### config.mk
export PLATFORM = sky130hd
export DESIGN_NAME = pressure_trend_forecaster_top
export DESIGN_NICKNAME = d
export VERILOG_FILES = /design/src/design/ptf_pkg.sv /design/src/design/ptf_nearest.sv /design/src/design/pressure_trend_forecaster_top.sv
export SDC_FILE = /design/constraint.sdc
export NUM_CORES = 1
export LEC_CHECK = 0
export BUFFER_PORTS_ARGS = -buffer_cell sky130_fd_sc_hd__buf_2
export CAP_MARGIN = 10
export CORE_AREA = 5 5 134 136
export DETAILED_ROUTE_END_ITERATION = 16
export DIE_AREA = 0 0 139 141
export GPL_TIMING_DRIVEN = 0
export PLACE_DENSITY = 0.79
export SLEW_MARGIN = 20
export SYNTH_ARGS = -nofsm -noshare
export SYNTH_HDL_FRONTEND = slang
export SYNTH_SLANG_ARGS = --single-unit
export TNS_END_PERCENT = 5
### constraint.sdc
create_clock -name clock -period 18.1 [get_ports clock]
set_input_delay 0.905 -clock clock [delete_from_list [all_inputs] [get_ports clock]]
set_output_delay 0.905 -clock clock [all_outputs]
set_load 0.02 [all_outputs]
### src/design/ptf_pkg.sv
package ptf_pkg;

   localparam int HISTORY_DEPTH = 6;
   localparam int PRESS_WIDTH = 14;
   localparam int TABLE_SIZE = 13;
   localparam int INDEX_WIDTH = $clog2(TABLE_SIZE);

   typedef logic [PRESS_WIDTH-1:0] press_type;
   typedef logic [4:0] letter_type;
   typedef logic [1:0] trend_type;
   typedef logic [1:0] status_type;
   typedef logic [7:0] threshold_type;
   typedef logic [INDEX_WIDTH-1:0] index_type;

   typedef press_type press_table_type [TABLE_SIZE];
   typedef letter_type letter_table_type [TABLE_SIZE];

   localparam trend_type TREND_UNKNOWN = 2'd0;
   localparam trend_type TREND_RISING = 2'd1;
   localparam trend_type TREND_FALLING = 2'd2;
   localparam trend_type TREND_STEADY = 2'd3;

   localparam status_type STATUS_NONE = 2'd0;
   localparam status_type STATUS_OFF_TABLE = 2'd1;
   localparam status_type STATUS_VALID = 2'd2;

   localparam threshold_type THRESHOLD_RESET = 8'd16;

   // Tables run from high to low pressure; unused tail entries are zero.
   localparam index_type RISE_COUNT = INDEX_WIDTH'(13);
   localparam press_table_type RISE_PRESS = '{
      14'd10300, 14'd10220, 14'd10120, 14'd10070, 14'd10000, 14'd9950, 14'd9900,
      14'd9840, 14'd9780, 14'd9700, 14'd9650, 14'd9590, 14'd9470};
   localparam letter_table_type RISE_LETTERS = '{
      5'd0, 5'd1, 5'd2, 5'd5, 5'd6, 5'd8, 5'd9, 5'd11, 5'd12, 5'd16, 5'd19, 5'd24, 5'd25};

   localparam index_type FALL_COUNT = INDEX_WIDTH'(9);
   localparam press_table_type FALL_PRESS = '{
      14'd10500, 14'd10400, 14'd10240, 14'd10180, 14'd10100, 14'd10040, 14'd9980,
      14'd9910, 14'd9850, 14'd0, 14'd0, 14'd0, 14'd0};
   localparam letter_table_type FALL_LETTERS = '{
      5'd0, 5'd1, 5'd3, 5'd7, 5'd14, 5'd17, 5'd20, 5'd21, 5'd23, 5'd0, 5'd0, 5'd0, 5'd0};

   localparam index_type STEADY_COUNT = INDEX_WIDTH'(10);
   localparam press_table_type STEADY_PRESS = '{
      14'd10330, 14'd10230, 14'd10140, 14'd10080, 14'd10000, 14'd9940, 14'd9890,
      14'd9810, 14'd9740, 14'd9600, 14'd0, 14'd0, 14'd0};
   localparam letter_table_type STEADY_LETTERS = '{
      5'd0, 5'd1, 5'd4, 5'd10, 5'd13, 5'd15, 5'd18, 5'd22, 5'd23, 5'd25, 5'd0, 5'd0, 5'd0};

endpackage

### src/design/ptf_nearest.sv
module ptf_nearest (
   input  ptf_pkg::press_type  sample,
   input  ptf_pkg::trend_type  trend,
   output logic                on_table,
   output ptf_pkg::letter_type letter
);
   import ptf_pkg::*;

   press_table_type  press_tab;
   letter_table_type letter_tab;
   index_type        count;
   index_type        best;
   logic [PRESS_WIDTH:0] twice_sample;
   logic [PRESS_WIDTH:0] mid_sum;

   always_comb begin
      case (trend)
         TREND_RISING: begin
            press_tab = RISE_PRESS;
            letter_tab = RISE_LETTERS;
            count = RISE_COUNT;
         end
         TREND_FALLING: begin
            press_tab = FALL_PRESS;
            letter_tab = FALL_LETTERS;
            count = FALL_COUNT;
         end
         default: begin
            press_tab = STEADY_PRESS;
            letter_tab = STEADY_LETTERS;
            count = STEADY_COUNT;
         end
      endcase
   end

   // Table is strictly descending, so the nearest entry is the number of
   // neighbor midpoints lying above the sample. A sample exactly on a
   // midpoint keeps the earlier entry.
   always_comb begin
      twice_sample = {sample, 1'b0};
      best = '0;
      mid_sum = '0;
      for (int i = 1; i < TABLE_SIZE; i++) begin
         mid_sum = {1'b0, press_tab[i-1]} + {1'b0, press_tab[i]};
         if ((INDEX_WIDTH'(i) < count) && (twice_sample < mid_sum)) begin
            best = best + INDEX_WIDTH'(1);
         end
      end
   end

   assign on_table = (sample <= press_tab[0]) && (sample >= press_tab[count - INDEX_WIDTH'(1)]);
   assign letter = on_table ? letter_tab[best] : '0;

endmodule

### src/design/pressure_trend_forecaster_top.sv
// Pressure trend forecaster. Each req transaction carries one sea-level pressure
// sample in dPa (0 means no reading) and yields exactly one rsp transaction with
// the trend code, forecast status, forecast letter and the oldest history sample,
// which the sample is compared against after being shifted into a six-deep history.
// The block takes one transaction per clock cycle while req_stall is low. Each
// accepted sample is held in the input register, passes the trend compare and the
// table nearest-match logic, and its result is held in the result register and
// offered on rsp. req_stall rises only while both
// registers are full and rsp_stall is high. csr_write_data sets the rising/falling
// threshold (reset 16) and should be written while no transaction is in flight.
module pressure_trend_forecaster_top (
   input  logic                    clock,
   input  logic                    reset,
   input  logic                    req_valid,
   output logic                    req_stall,
   input  ptf_pkg::press_type      req_pressure_sample,
   output logic                    rsp_valid,
   input  logic                    rsp_stall,
   output ptf_pkg::trend_type      rsp_trend_code,
   output ptf_pkg::status_type     rsp_forecast_status,
   output ptf_pkg::letter_type     rsp_forecast_letter,
   output ptf_pkg::press_type      rsp_oldest_pressure,
   input  logic                    csr_write_enable,
   input  ptf_pkg::threshold_type  csr_write_data
);
   import ptf_pkg::*;

   threshold_type threshold_ff;
   press_type     history_ff [HISTORY_DEPTH];
   trend_type     last_trend_ff;

   logic      stage_valid_ff;
   press_type sample_ff;
   press_type oldest_ff;

   logic       rsp_valid_ff;
   trend_type  rsp_trend_ff;
   status_type rsp_status_ff;
   letter_type rsp_letter_ff;
   press_type  rsp_oldest_ff;

   logic       out_free;
   logic       accept;
   logic       stage_move;
   trend_type  new_trend;
   trend_type  trend_in;
   status_type status_in;
   letter_type letter_in;
   logic       on_table;
   letter_type table_letter;
   logic [PRESS_WIDTH:0] oldest_plus_th;
   logic [PRESS_WIDTH:0] sample_plus_th;

   assign out_free = !rsp_valid_ff || !rsp_stall;
   assign req_stall = stage_valid_ff && !out_free;
   assign accept = req_valid && !req_stall;
   assign stage_move = stage_valid_ff && out_free;

   always_ff @(posedge clock) begin
      if (reset) begin
         threshold_ff <= THRESHOLD_RESET;
      end else if (csr_write_enable) begin
         threshold_ff <= csr_write_data;
      end
   end

   // Shift on accept; the entry that becomes oldest is captured alongside the sample.
   always_ff @(posedge clock) begin
      if (reset) begin
         for (int i = 0; i < HISTORY_DEPTH; i++) begin
            history_ff[i] <= '0;
         end
      end else if (accept) begin
         for (int i = 1; i < HISTORY_DEPTH; i++) begin
            history_ff[i-1] <= history_ff[i];
         end
         history_ff[HISTORY_DEPTH-1] <= req_pressure_sample;
      end
   end

   always_ff @(posedge clock) begin
      if (reset) begin
         stage_valid_ff <= 1'b0;
      end else if (!req_stall) begin
         stage_valid_ff <= req_valid;
      end
   end

   always_ff @(posedge clock) begin
      if (accept) begin
         sample_ff <= req_pressure_sample;
         oldest_ff <= history_ff[1];
      end
   end

   assign oldest_plus_th = {1'b0, oldest_ff} + {{(PRESS_WIDTH-7){1'b0}}, threshold_ff};
   assign sample_plus_th = {1'b0, sample_ff} + {{(PRESS_WIDTH-7){1'b0}}, threshold_ff};

   always_comb begin
      if ({1'b0, sample_ff} >= oldest_plus_th) begin
         new_trend = TREND_RISING;
      end else if (sample_plus_th <= {1'b0, oldest_ff}) begin
         new_trend = TREND_FALLING;
      end else begin
         new_trend = TREND_STEADY;
      end
   end

   ptf_nearest u_nearest (
      .sample   (sample_ff),
      .trend    (new_trend),
      .on_table (on_table),
      .letter   (table_letter)
   );

   always_comb begin
      if (oldest_ff == '0) begin
         trend_in = last_trend_ff;
         status_in = STATUS_NONE;
         letter_in = '0;
      end else begin
         trend_in = new_trend;
         status_in = on_table ? STATUS_VALID : STATUS_OFF_TABLE;
         letter_in = table_letter;
      end
   end

   always_ff @(posedge clock) begin
      if (reset) begin
         last_trend_ff <= TREND_UNKNOWN;
      end else if (stage_move) begin
         last_trend_ff <= trend_in;
      end
   end

   always_ff @(posedge clock) begin
      if (reset) begin
         rsp_valid_ff <= 1'b0;
      end else if (out_free) begin
         rsp_valid_ff <= stage_valid_ff;
      end
   end

   always_ff @(posedge clock) begin
      if (stage_move) begin
         rsp_trend_ff <= trend_in;
         rsp_status_ff <= status_in;
         rsp_letter_ff <= letter_in;
         rsp_oldest_ff <= oldest_ff;
      end
   end

   assign rsp_valid = rsp_valid_ff;
   assign rsp_trend_code = rsp_trend_ff;
   assign rsp_forecast_status = rsp_status_ff;
   assign rsp_forecast_letter = rsp_letter_ff;
   assign rsp_oldest_pressure = rsp_oldest_ff;

endmodule

## Yosys cells after proc, flatten, opt, wreduce, memory -nomap -nowiden

Memories as Yosys holds them, arrays and structs flattened.
Index checks and enable logic that the tools add are counted.

| cells by class | value |
|---|---|
| add/subtract/negate cells | 26 |
| order comparisons | 30 |
| equal/unequal tests | 2 |
| multiplexer cells | 36 |
| bitwise operators | 9 |
| reductions and logical operators | 23 |

Operator list:

| cell | number |
|---|---|
| $pmux W177 S2 | 1 |
| $add A14 B14 Y15 | 12 |
| $lt A15 B15 Y1 | 12 |
| $mux W14 | 8 |
| $pmux W53 S2 | 1 |
| $bmux W14 S4 | 1 |
| $mux W4 | 11 |
| $add A4 B1 Y4 const B | 10 |
| $add A14 B8 Y15 | 2 |
| $bmux W5 S4 | 1 |
| $lt A4 B4 Y1 const A | 5 |
| $logic_and A1 B1 Y1 | 16 |
| $lt A3 B4 Y1 const A | 4 |
| $ge A14 B15 Y1 | 1 |
| $le A15 B14 Y1 | 1 |
| $ge A14 B14 Y1 | 1 |
| $le A14 B14 Y1 | 1 |
| $logic_not A14 Y1 | 1 |
| $ge A5 B5 Y1 const B | 2 |
| $mux W5 | 2 |
| $not A4 Y5 | 2 |
| $lt A2 B4 Y1 const A | 2 |
| $mux W1 | 7 |
| $mux W2 | 3 |
| 11 further kinds | 19 |

| storage, ports and cells | value |
|---|---|
| flip-flop bits (word level) | 63 |
| memory bits (writable) | 84 |
| input port bits | 27 |
| output and inout bits | 25 |
| logic and storage cells | 137 |
| memories kept | 1 |

Memories:

| name | depth | width | read ports | clocked after Yosys merged registers in | wr ports | RTL line | text |
|---|---|---|---|---|---|---|---|
| history_ff | 6 | 14 | 5 | 0 | 6 | pressure_trend_forecaster_top.sv:29 | `press_type history_ff [HISTORY_DEPTH];` |

## Longest topological paths before layout

Gate-level depths: netlist (run 1).

| depth | value |
|---|---|
| depth after elaboration | 36 |
| depth in mapped cells | 69 |
| gate-level depth less buffers | 67 |

## Cells and area by module

From an unflattened synthesis (run 1), not the netlist that was laid out.

| second synthesis, totals | value |
|---|---|
| cells, all modules | 960 |
| area, all modules | 9938.3 µm² |

By module, submodules not included:

| module | times used | cells an instance | area an instance (µm²) | sequential area each (µm²) |
|---|---|---|---|---|
| pressure_trend_forecaster_top | 1 | 470 | 6169.7 | 3873.7 |
| ptf_nearest | 1 | 490 | 3768.6 | 0.0 |

## Worst setup path before layout (run 1)

Ideal clock, no wire load.

| timing | value |
|---|---|
| path type | flip-flop to flip-flop |
| start point | register oldest_ff[1], read port of history_ff |
| end point | register rsp_letter_ff[1] (netlist: rsp_forecast_letter[1]) (data pin) |
| setup time | 0.256 ns |
| arrival | 11.900 ns |
| required time | 17.844 ns |
| slack | 5.944 ns |
| cell stages (with the launch flop) | 68 |
| buffers on the path | 2 |
| clock period less this slack | 12.156 ns |
| path through | edfxtp_1 -> ha_1 -> a21o_1 -> a21oi_1 -> o21bai_1 -> a21oi_1 -> o21bai_1 -> a21oi_1 -> nor2b_1 -> o21a_1 -> xnor2_1 -> ha_1 -> and3_1 -> a22o_1 -> o21ai_1 -> o211a_1 -> buf_2 -> nor2_4 -> (+32 left out) -> a21oi_1 -> o41ai_2 -> ha_1 -> inv_1 -> a21oi_1 -> ha_1 -> and2_1 -> o22ai_1 -> a21oi_1 -> ha_1 -> nand2_1 -> xnor2_1 -> xor2_2 -> nand2_1 -> a211oi_1 -> a211oi_1 -> mux2i_1 -> nor2_1 |

| on the way | value |
|---|---|
| word-level cells in the longest chain between the ends | 35 |
| elaborated cells between the ends (all ways) | 96 |
| those cells by class | 25 x add/sub; 28 x order compare; 2 x eq/ne; 23 x mux; 3 x bitwise; 15 x reduce/logical |

Ends and longest elaborated chain:

| item | RTL line | text |
|---|---|---|
| from (decl) | pressure_trend_forecaster_top.sv:34 | `press_type oldest_ff;` |
| $add A14 B8 Y15 / $le A15 B14 Y1 (equally long branches) | pressure_trend_forecaster_top.sv:96, pressure_trend_forecaster_top.sv:102 |  |
| $ge A14 B15 Y1 / $mux W1 (equally long branches) | pressure_trend_forecaster_top.sv:100, pressure_trend_forecaster_top.sv:102 |  |
| $mux W2 | pressure_trend_forecaster_top.sv:100 | `if ({1'b0, sample_ff} >= oldest_plus_th) begin` |
| $eq A2 B2 Y1 / $eq A2 B1 Y1 (equally long branches) | ptf_nearest.sv:17 | `case (trend)` |
| $pmux W177 S2 | ptf_nearest.sv:17 |  |
| $add A14 B14 Y15 | ptf_nearest.sv:44 | `mid_sum = {1'b0, press_tab[i-1]} + {1'b0, press_tab[i]};` |
| $lt A15 B15 Y1 | ptf_nearest.sv:45 | `if ((INDEX_WIDTH'(i) < count) && (twice_sample < mid_sum)) begin` |
| $logic_and A1 B1 Y1 | ptf_nearest.sv:45 |  |
| (+18 left out) | -- |  |
| $mux W4 | ptf_nearest.sv:45 |  |
| $add A4 B1 Y4 | ptf_nearest.sv:46 | `best = best + INDEX_WIDTH'(1);` |
| $mux W4 | ptf_nearest.sv:45 |  |
| $add A4 B1 Y4 | ptf_nearest.sv:46 |  |
| $mux W4 | ptf_nearest.sv:45 |  |
| $not A4 Y5 (not written as such) | ptf_nearest.sv:52 | `assign letter = on_table ? letter_tab[best] : '0;` |
| $bmux W5 S4 | ptf_nearest.sv:52 |  |
| $mux W5 (not written as such) (2 in series) | ptf_nearest.sv:52 |  |
| to (signal assigned) | pressure_trend_forecaster_top.sv:148 | `rsp_letter_ff <= letter_in;` |
| to (decl) | pressure_trend_forecaster_top.sv:39 | `letter_type rsp_letter_ff;` |

Several ways; a longest one is shown, not always the timed one. The select of a mux whose other input is x is not followed.
A chain may end at the register's enable or synchronous reset.

## Worst setup path after layout (run 1)

| timing | value |
|---|---|
| start point | register sample_ff[1] |
| end point | register rsp_letter_ff[1] (netlist: rsp_forecast_letter[1]) (data pin) |

| on the way | value |
|---|---|
| word-level cells in the longest chain between the ends | 36 |
| elaborated cells between the ends (all ways) | 95 |
| those cells by class | 25 x add/sub; 28 x order compare; 2 x eq/ne; 23 x mux; 3 x bitwise; 14 x reduce/logical |

Ends and longest elaborated chain:

| item | RTL line | text |
|---|---|---|
| from (decl) | pressure_trend_forecaster_top.sv:33 | `press_type sample_ff;` |
| from (signal assigned) | pressure_trend_forecaster_top.sv:91 | `sample_ff <= req_pressure_sample;` |
| $add A14 B8 Y15 | pressure_trend_forecaster_top.sv:97 | `assign sample_plus_th = {1'b0, sample_ff} + {{(PRESS_WIDTH-7){1'b0}}, threshold_ff};` |
| $le A15 B14 Y1 | pressure_trend_forecaster_top.sv:102 | `end else if (sample_plus_th <= {1'b0, oldest_ff}) begin` |
| $mux W1 | pressure_trend_forecaster_top.sv:102 |  |
| $mux W2 | pressure_trend_forecaster_top.sv:100 |  |
| $eq A2 B2 Y1 / $eq A2 B1 Y1 (equally long branches) | ptf_nearest.sv:17 |  |
| $pmux W177 S2 | ptf_nearest.sv:17 |  |
| $add A14 B14 Y15 | ptf_nearest.sv:44 |  |
| $lt A15 B15 Y1 | ptf_nearest.sv:45 |  |
| (+19 left out) | -- |  |
| $mux W4 | ptf_nearest.sv:45 |  |
| $add A4 B1 Y4 | ptf_nearest.sv:46 |  |
| $mux W4 | ptf_nearest.sv:45 |  |
| $add A4 B1 Y4 | ptf_nearest.sv:46 |  |
| $mux W4 | ptf_nearest.sv:45 |  |
| $not A4 Y5 (not written as such) | ptf_nearest.sv:52 |  |
| $bmux W5 S4 | ptf_nearest.sv:52 |  |
| $mux W5 (not written as such) (2 in series) | ptf_nearest.sv:52 |  |

Several ways; a longest one is shown, not always the timed one. The select of a mux whose other input is x is not followed.

==> flow_metrics.py, run 1 <==
metrics = {
    "critical_path": {
        "critPathMaxStageDelay_ns": 0.76,
        "r2r_cells": 61,
        "critPathMaxFanout": 13,
        "critical_path_arrival_ns": 14.71,
        "crit_slowest_cell": "edfxtp_1",
        "startpoint_type": "flop",
        "critPathLaunch": "sample_ff[1]$_DFFE_PP_",
        "worstPathRequired_ns": 18.27,
        "crit_path_frequent_cell": "ha_1",
        "worstSetupPathType": "reg2reg",
        "critical_path.top_delay_family": "adder cells",
        "path_buf_inv": 5,
        "cp-end-kind": "flop",
        "ff2ff_setup_slack_ns": 3.56,
        "timing.rr.end": "rsp_forecast_letter[1]$_SDFFCE_PP0P_",
        "r2r_start": "sample_ff[1]$_DFFE_PP_",
    },
    "timing": {
        "rsz0062_at_grt": "false",
        "maxSlewViolCount": 0,
        "worst_pin_slew_ns": 0.891,
        "final_hold_viol_count": 0,
        "max_freq_mhz": 68.8,
        "whs_ns": 0.420,
        "min_period_over_period_pct": 80.3,
        "max_slew_margin_pct": 40.6,
        "report.final.setup_viol": 0,
        "finalSetupTns_ns": 0,
        "skew_ns": 0.0118,
        "fin_crit_ns": 14.54,
    },
    "global_routing": {
        "grt_pass1_wl_microns": 36500,
        "grt_remaining_overflow": 0,
        "grt_pass1_vias": 7299,
        "grt_usage_pct": 23.3,
        "grt_max_degree": 43,
        "antenna_found_initial": 0,
    },
    "logic_synthesis": {
        "synth_seq_area_share_pct": 39.8,
        "synth_top_area_share_pct": 37.3,
        "synth_area_leaders": "edfxtp_1 (37%), ha_1 (18%), and2_1 (4.7%)",
        "yosys_warnings": 0,
        "ys_seq_elements": 133,
        "synth.most_common_cell": "ha_1",
        "netlist_top_cells_count": "ha_1 (137), edfxtp_1 (121), and2_1 (73), a21oi_1 (58), nor2_1 (58)",
        "synth_edf_count": 121,
        "synth_flop_cell": "edfxtp_1",
        "synth_async_sr_flop_share_pct": 0,
        "syn_avg_cell_area_sq_um": 10.6,
        "yosysUniqueCellTypes": 83,
        "syn_inst": 921,
        "synthesis.area_sq_um": 9740,
        "yosys.area.top_type": "edfxtp_1",
    },
    "power_and_ir_drop": {
        "seq_power_share_pct": 25.4,
        "finalPower_mw": 1.48,
        "p_switching_mw": 0.591,
        "power_leakage_nw": 4.70,
        "comb_power_share_pct": 50.8,
        "p_per_area_nw_per_um2": 135,
        "internal_power_mw": 0.891,
        "vdd_drop_max_mv": 0.0934,
        "swShare_pct": 39.9,
        "clkPwrFrac_pct": 23.7,
    },
    "place": {
        "dp.cells": 1206,
        "port_buffers": 50,
        "hpwl_microns": 16300,
        "gp_congestion": 0.978,
    },
    "cts": {
        "cts_hold_buf": 0,
        "clockBufferDepth": 2,
        "postCtsSetupRepairBufs": 0,
        "h-tree-depth": 4,
        "insertion_delay_ns": 0.42,
        "cts_tree": "yes",
        "cts_root_buffer": "clkbuf_16",
        "clk_pin_slew_ns": 0.06,
        "cts_sinks": 133,
        "post_cts_resized": 0,
        "cts_made_buffers": 17,
    },
    "drt": {
        "wl_microns": 22600,
        "vias_per_cell": 6.03,
        "drtIter0Drc": 594,
        "drc_errors": 0,
        "dr.pass1.iters": 5,
        "vias": 7459,
        "wl_per_cell_microns": 18.3,
        "drtAntennaViolNets": 0,
    },
    "hold_path": {
        "worstHoldPathCells": 0,
        "holdPathEnd": "oldest_ff[9]$_DFFE_PP_",
        "hold_class": "reg2reg",
        "min_from": "history_ff[0][23]$_SDFFCE_PN0P_",
    },
    "die": {
        "fp.dieW_microns": 139,
        "dieArea_sq_um": 19600,
        "io-pin-count": 52,
        "core_area_sq_um": 16800,
        "num_rows": 48,
        "die_h_microns": 141,
        "start_util_pct": 57.9,
    },
    "finish": {
        "syn_to_final_growth_pct": 12.4,
        "diodes": 0,
        "fin_nets": 1166,
        "drive_above_1_share_pct": 12.1,
        "stdcell_count": 1238,
        "post-route-util_pct": 65.1,
    },
    "flow_run": {
        "max-cap-violations": 0,
    },
    "status": {
        "outcome": "finished, final reports clean",
    },
}
## power groups by stage
stage	combinational (mW)	clock [mW]	sequential (mW)
after floorplan	0.599	0	0.380
after global placement	0.732	0	0.382
after detailed placement	0.740	0	0.382
after CTS	0.748	0.354	0.376
after global routing	0.843	0.369	0.378
final	0.753	0.352	0.377
## cell usage in the layout, fill, tap and decap left out, types with 17 or more instances in the layout
cell	netlist	routed
o21ai_0	33	33
ha_1	137	137
buf_2	3	53
nor2_1	58	58
a21oi_1	58	58
nand3_1	21	21
inv_1	50	49
clkbuf_16	0	17
edfxtp_1	121	121
xnor2_1	27	27
and2_1	73	73
nand2_1	47	47
## worst reg2reg max path: cells and delay by family (launching register included)
family,cells,cell delay [ns]
buffers and inverters,5,1.70
AO/OA/AOI/OAI,21,3.78
XOR/XNOR,4,1.16
adder cells (fa/ha/maj),13,4.24
AND/OR/NAND/NOR,17,2.48
flip-flops,1,0.76
multiplexers,1,0.18
## registers in the layout, summed over array words and instances (netlist names), 2 cells and up
register             flops
rsp_oldest_pressure     14
threshold_ff             8
history_ff              70
oldest_ff               14
sample_ff               14
last_trend_ff            2
rsp_forecast_letter      5
rsp_trend_code           2
rsp_forecast_status      2
## worst max path at each step
stage / end / depth (start not counted)
after detailed placement: rsp_forecast_letter[1]$_SDFFCE_PP0P_ / 61
after global routing: rsp_forecast_letter[0]$_SDFFCE_PP0P_ / 60
after floorplan: rsp_forecast_letter[1]$_SDFFCE_PP0P_ / 67
final: rsp_forecast_letter[1]$_SDFFCE_PP0P_ / 61
after global placement: rsp_forecast_letter[1]$_SDFFCE_PP0P_ / 61
after CTS: rsp_forecast_letter[1]$_SDFFCE_PP0P_ / 61
## cell families after synthesis
family | after synthesis | share of synthesized area (%)
simple gates | 293 | 16.3
compound gates | 219 | 15.5
mux | 13 | 1.36
other cells | 2 | 0.0771
xor+xnor | 50 | 6.11
buf+inv | 72 | 2.89
flops | 133 | 39.8
fa+ha+maj | 139 | 18.0
## routing by layer
| layer | vias to the layer above | global-route usage (%) | part of all wire (%) |
|---|---|---|---|
| met5 | - | 0 | 0 |
| met4 | 0 | 7.83 | 2.6 |
| met1 | 3560 | 30.5 | 43 |
| li1 | 3571 | - | - |
| met3 | 51 | 5.26 | 7.5 |
| met2 | 277 | 38.5 | 47 |
## stage by stage
| stage | setup WS, ns | area, sq um |
|---|---|---|
| floorplan | 5.94 | 9780 |
| global placement | 3.77 | 10300 |
| detailed placement | 3.73 | 10300 |
| CTS | 3.60 | 10900 |
| global route | 2.48 | 11000 |
| finish | 3.56 | 11000 |
## layout make-up
cell class | count | area [sq um]
tap | 225 | 282
clock buffer | 19 | 433
multi-input combinational | 725 | 5640
clock inverter | 13 | 170
buffer | 19 | 83.8
sequential | 133 | 3870
fill | 1291 | 5870
inverter | 53 | 199
timing repair buffer | 51 | 270
No activity file was read; power rests on OpenSTA's default activity.
==> run 2: changes to the inputs <==
ABC_AREA = 1   (was not set)
CORE_AREA = 5 5 140 142   (was 5 5 134 136)
DIE_AREA = 0 0 145 147   (was 0 0 139 141)
clock period = 11.9 ns   (was 18.1 ns; I/O delays follow)
==> run 2 against run 1 <==
Compared with the run above:
- area after synthesis is 4.1% higher
- sequential share of layout area is 2.0 points lower
- setup slack worse by 2.7 ns
- via count is 13% higher
- non-clock buffer count is 15 higher
- critical path type unchanged
==> flow_metrics.py, run 2 <==
metrics = {
    "status": {
        "outcome": "finished, final reports clean",
    },
    "die": {
        "dieArea_sq_um": 21300,
        "io-pin-count": 52,
        "core_area_sq_um": 18300,
        "fp.dieW_microns": 145,
        "start_util_pct": 55.3,
        "die_h_microns": 147,
        "num_rows": 50,
    },
    "logic_synthesis": {
        "synth.most_common_cell": "nand2_1",
        "yosysUniqueCellTypes": 51,
        "ys_seq_elements": 133,
        "synthesis.area_sq_um": 10100,
        "synth_edf_count": 121,
        "yosys_warnings": 0,
        "synth_top_area_share_pct": 35.8,
        "syn_avg_cell_area_sq_um": 8.20,
        "synth_flop_cell": "edfxtp_1",
        "synth_async_sr_flop_share_pct": 0,
        "yosys.area.top_type": "edfxtp_1",
        "netlist_top_cells_count": "nand2_1 (219), inv_1 (209), nor2_1 (153), ha_1 (137), edfxtp_1 (121)",
        "synth_area_leaders": "edfxtp_1 (36%), ha_1 (17%), nand2_1 (8.1%)",
        "synth_seq_area_share_pct": 38.2,
        "syn_inst": 1236,
    },
    "global_routing": {
        "grt_pass1_vias": 7975,
        "grt_pass1_wl_microns": 38900,
        "grt_usage_pct": 22.3,
        "antenna_found_initial": 0,
        "grt_remaining_overflow": 0,
        "grt_max_degree": 52,
    },
    "place": {
        "placed_cell_area_sq_um": 10800,
        "dp.cells": 1532,
        "place_ws_ns": 0.266,
        "gp_congestion": 0.945,
        "hpwl_microns": 17600,
        "port_buffers": 51,
    },
    "timing": {
        "report.final.setup_viol": 0,
        "max_slew_margin_pct": 53.4,
        "final_hold_viol_count": 0,
        "whs_ns": 0.352,
        "skew_ns": 0.0112,
        "fin_crit_ns": 11.02,
        "rsz0062_at_grt": "false",
        "maxSlewViolCount": 0,
        "min_period_over_period_pct": 92.6,
        "max_freq_mhz": 90.8,
        "fin_ws_ns": 0.884,
        "worst_pin_slew_ns": 0.700,
        "finalSetupTns_ns": 0,
    },
    "flow_run": {
        "max-cap-violations": 0,
    },
    "finish": {
        "regMostFlops": "history_ff",
        "final_common_cell": "nand2_1",
        "stdcell_area_sq_um": 11600,
        "diodes": 0,
        "syn_to_final_growth_pct": 14.3,
        "stdcell_count": 1583,
        "drive_above_1_share_pct": 14.2,
        "layout_common_cells": "nand2_1 (217), inv_1 (206), nor2_1 (153), ha_1 (134), edfxtp_1 (121)",
        "fin_nets": 1502,
        "largest_reg_flops": 70,
        "post-route-util_pct": 63.2,
    },
    "cts": {
        "clockBufferDepth": 2,
        "cts_tree": "yes",
        "cts_sinks": 133,
        "clk_pin_slew_ns": 0.06,
        "h-tree-depth": 4,
        "insertion_delay_ns": 0.43,
        "cts_root_buffer": "clkbuf_16",
        "cts_made_buffers": 17,
    },
    "drt": {
        "wl_microns": 23400,
        "wl_per_cell_microns": 14.8,
        "vias": 8432,
        "drtIter0Drc": 650,
        "dr.pass1.iters": 6,
        "vias_per_cell": 5.33,
        "drtAntennaViolNets": 0,
        "drc_errors": 0,
    },
    "power_and_ir_drop": {
        "p_per_area_nw_per_um2": 158,
        "power_leakage_nw": 5.68,
        "vdd_drop_max_mv": 0.111,
        "finalPower_mw": 1.83,
    },
    "critical_path": {
        "timing.rr.end": "rsp_forecast_letter[0]$_SDFFCE_PP0P_",
        "crit_path_frequent_cell": "nand2_1",
        "critPathMaxStageDelay_ns": 0.49,
        "critPathMaxFanout": 12,
        "worstPathRequired_ns": 12.09,
        "startpoint_type": "flop",
        "ff2ff_setup_slack_ns": 0.88,
        "critical_path_arrival_ns": 11.20,
        "crit_slowest_cell": "edfxtp_1",
        "worstSetupPathType": "reg2reg",
        "cp-end-kind": "flop",
        "r2r_cells": 67,
        "r2r_start": "sample_ff[2]$_DFFE_PP_",
        "critPathLaunch": "sample_ff[2]$_DFFE_PP_",
    },
    "hold_path": {
        "worstHoldPathCells": 2,
        "holdPathEnd": "rsp_valid$_SDFFE_PP0N_",
        "min_from": "reset",
        "hold_class": "in2reg",
    },
}
run 2: cell count changes after synthesis, sizes merged, moves of 11 or more:
cell and change:
and2 -71, nand3 +71, mux2i -11, nand2 +209
nand4 +12, inv +166, xnor2 -25, nor2 +98
nor2b -16, nand2b -15, o21a -11
run 2: logic make-up after synthesis:
group | share of synthesized area (%)
AOI/OAI and AO/OA | 8.84
xor gates and xnor gates | 1.90
adders and majority gates | 17.3
buffers and inverters | 8.86
DFF | 38.2
other | 0.0741
and+or+nand+nor | 24.8
run 2: final cells by class:
| cell class | count | area [sq um] |
|---|---|---|
| clock buffers | 18 | 429 |
| multi-input cells | 878 | 5450 |
| fillers | 1519 | 6740 |
| flip-flops and latches | 133 | 3870 |
| repair buffers | 72 | 453 |
| clock inverters | 14 | 175 |
| inverters | 221 | 841 |
| well taps | 234 | 293 |
| plain buffers | 13 | 75.1 |
run 2: worst max-delay path, delay by kind of cell, from the launching register on:
family                     cells  cell delay (ns)
AOI/OAI and AO/OA              8             1.10
and+or+nand+nor               38             4.60
DFF                            1             0.49
xor gates and xnor gates       1             0.10
buffers and inverters          7             0.56
adders and majority gates     13             3.89
run 2: routing by layer:
metal | up-vias | global-route usage (%) | part of all wire [%]
li1 | 4288 | - | -
met1 | 3861 | 30.0 | 44
met2 | 247 | 36.7 | 47
met3 | 36 | 4.90 | 7.2
met4 | 0 | 5.98 | 1.7
met5 | - | 0 | 0
run 2: power by group:
part	switching, mW	internal (mW)
sequential	0.0217	0.546
clock	0.208	0.332
combinational	0.459	0.260
run 2: worst max path at each step:
stage	to	slack (ns)	depth (start not counted)
after CTS	rsp_forecast_letter[0]$_SDFFCE_PP0P_	0.24	66
after global placement	rsp_forecast_letter[0]$_SDFFCE_PP0P_	0.50	66
final	rsp_forecast_letter[0]$_SDFFCE_PP0P_	0.88	67
after detailed placement	rsp_forecast_letter[0]$_SDFFCE_PP0P_	0.27	66
after global routing	rsp_forecast_letter[0]$_SDFFCE_PP0P_	0.006	64
after floorplan	rsp_forecast_letter[0]$_SDFFCE_PP0P_	1.93	67
run 2: what timing repair did:
action,in CTS,in global routing
setup endpoints to repair,0,5
hold buffers,0,0
resized for setup,0,16
buffers inserted,0,19
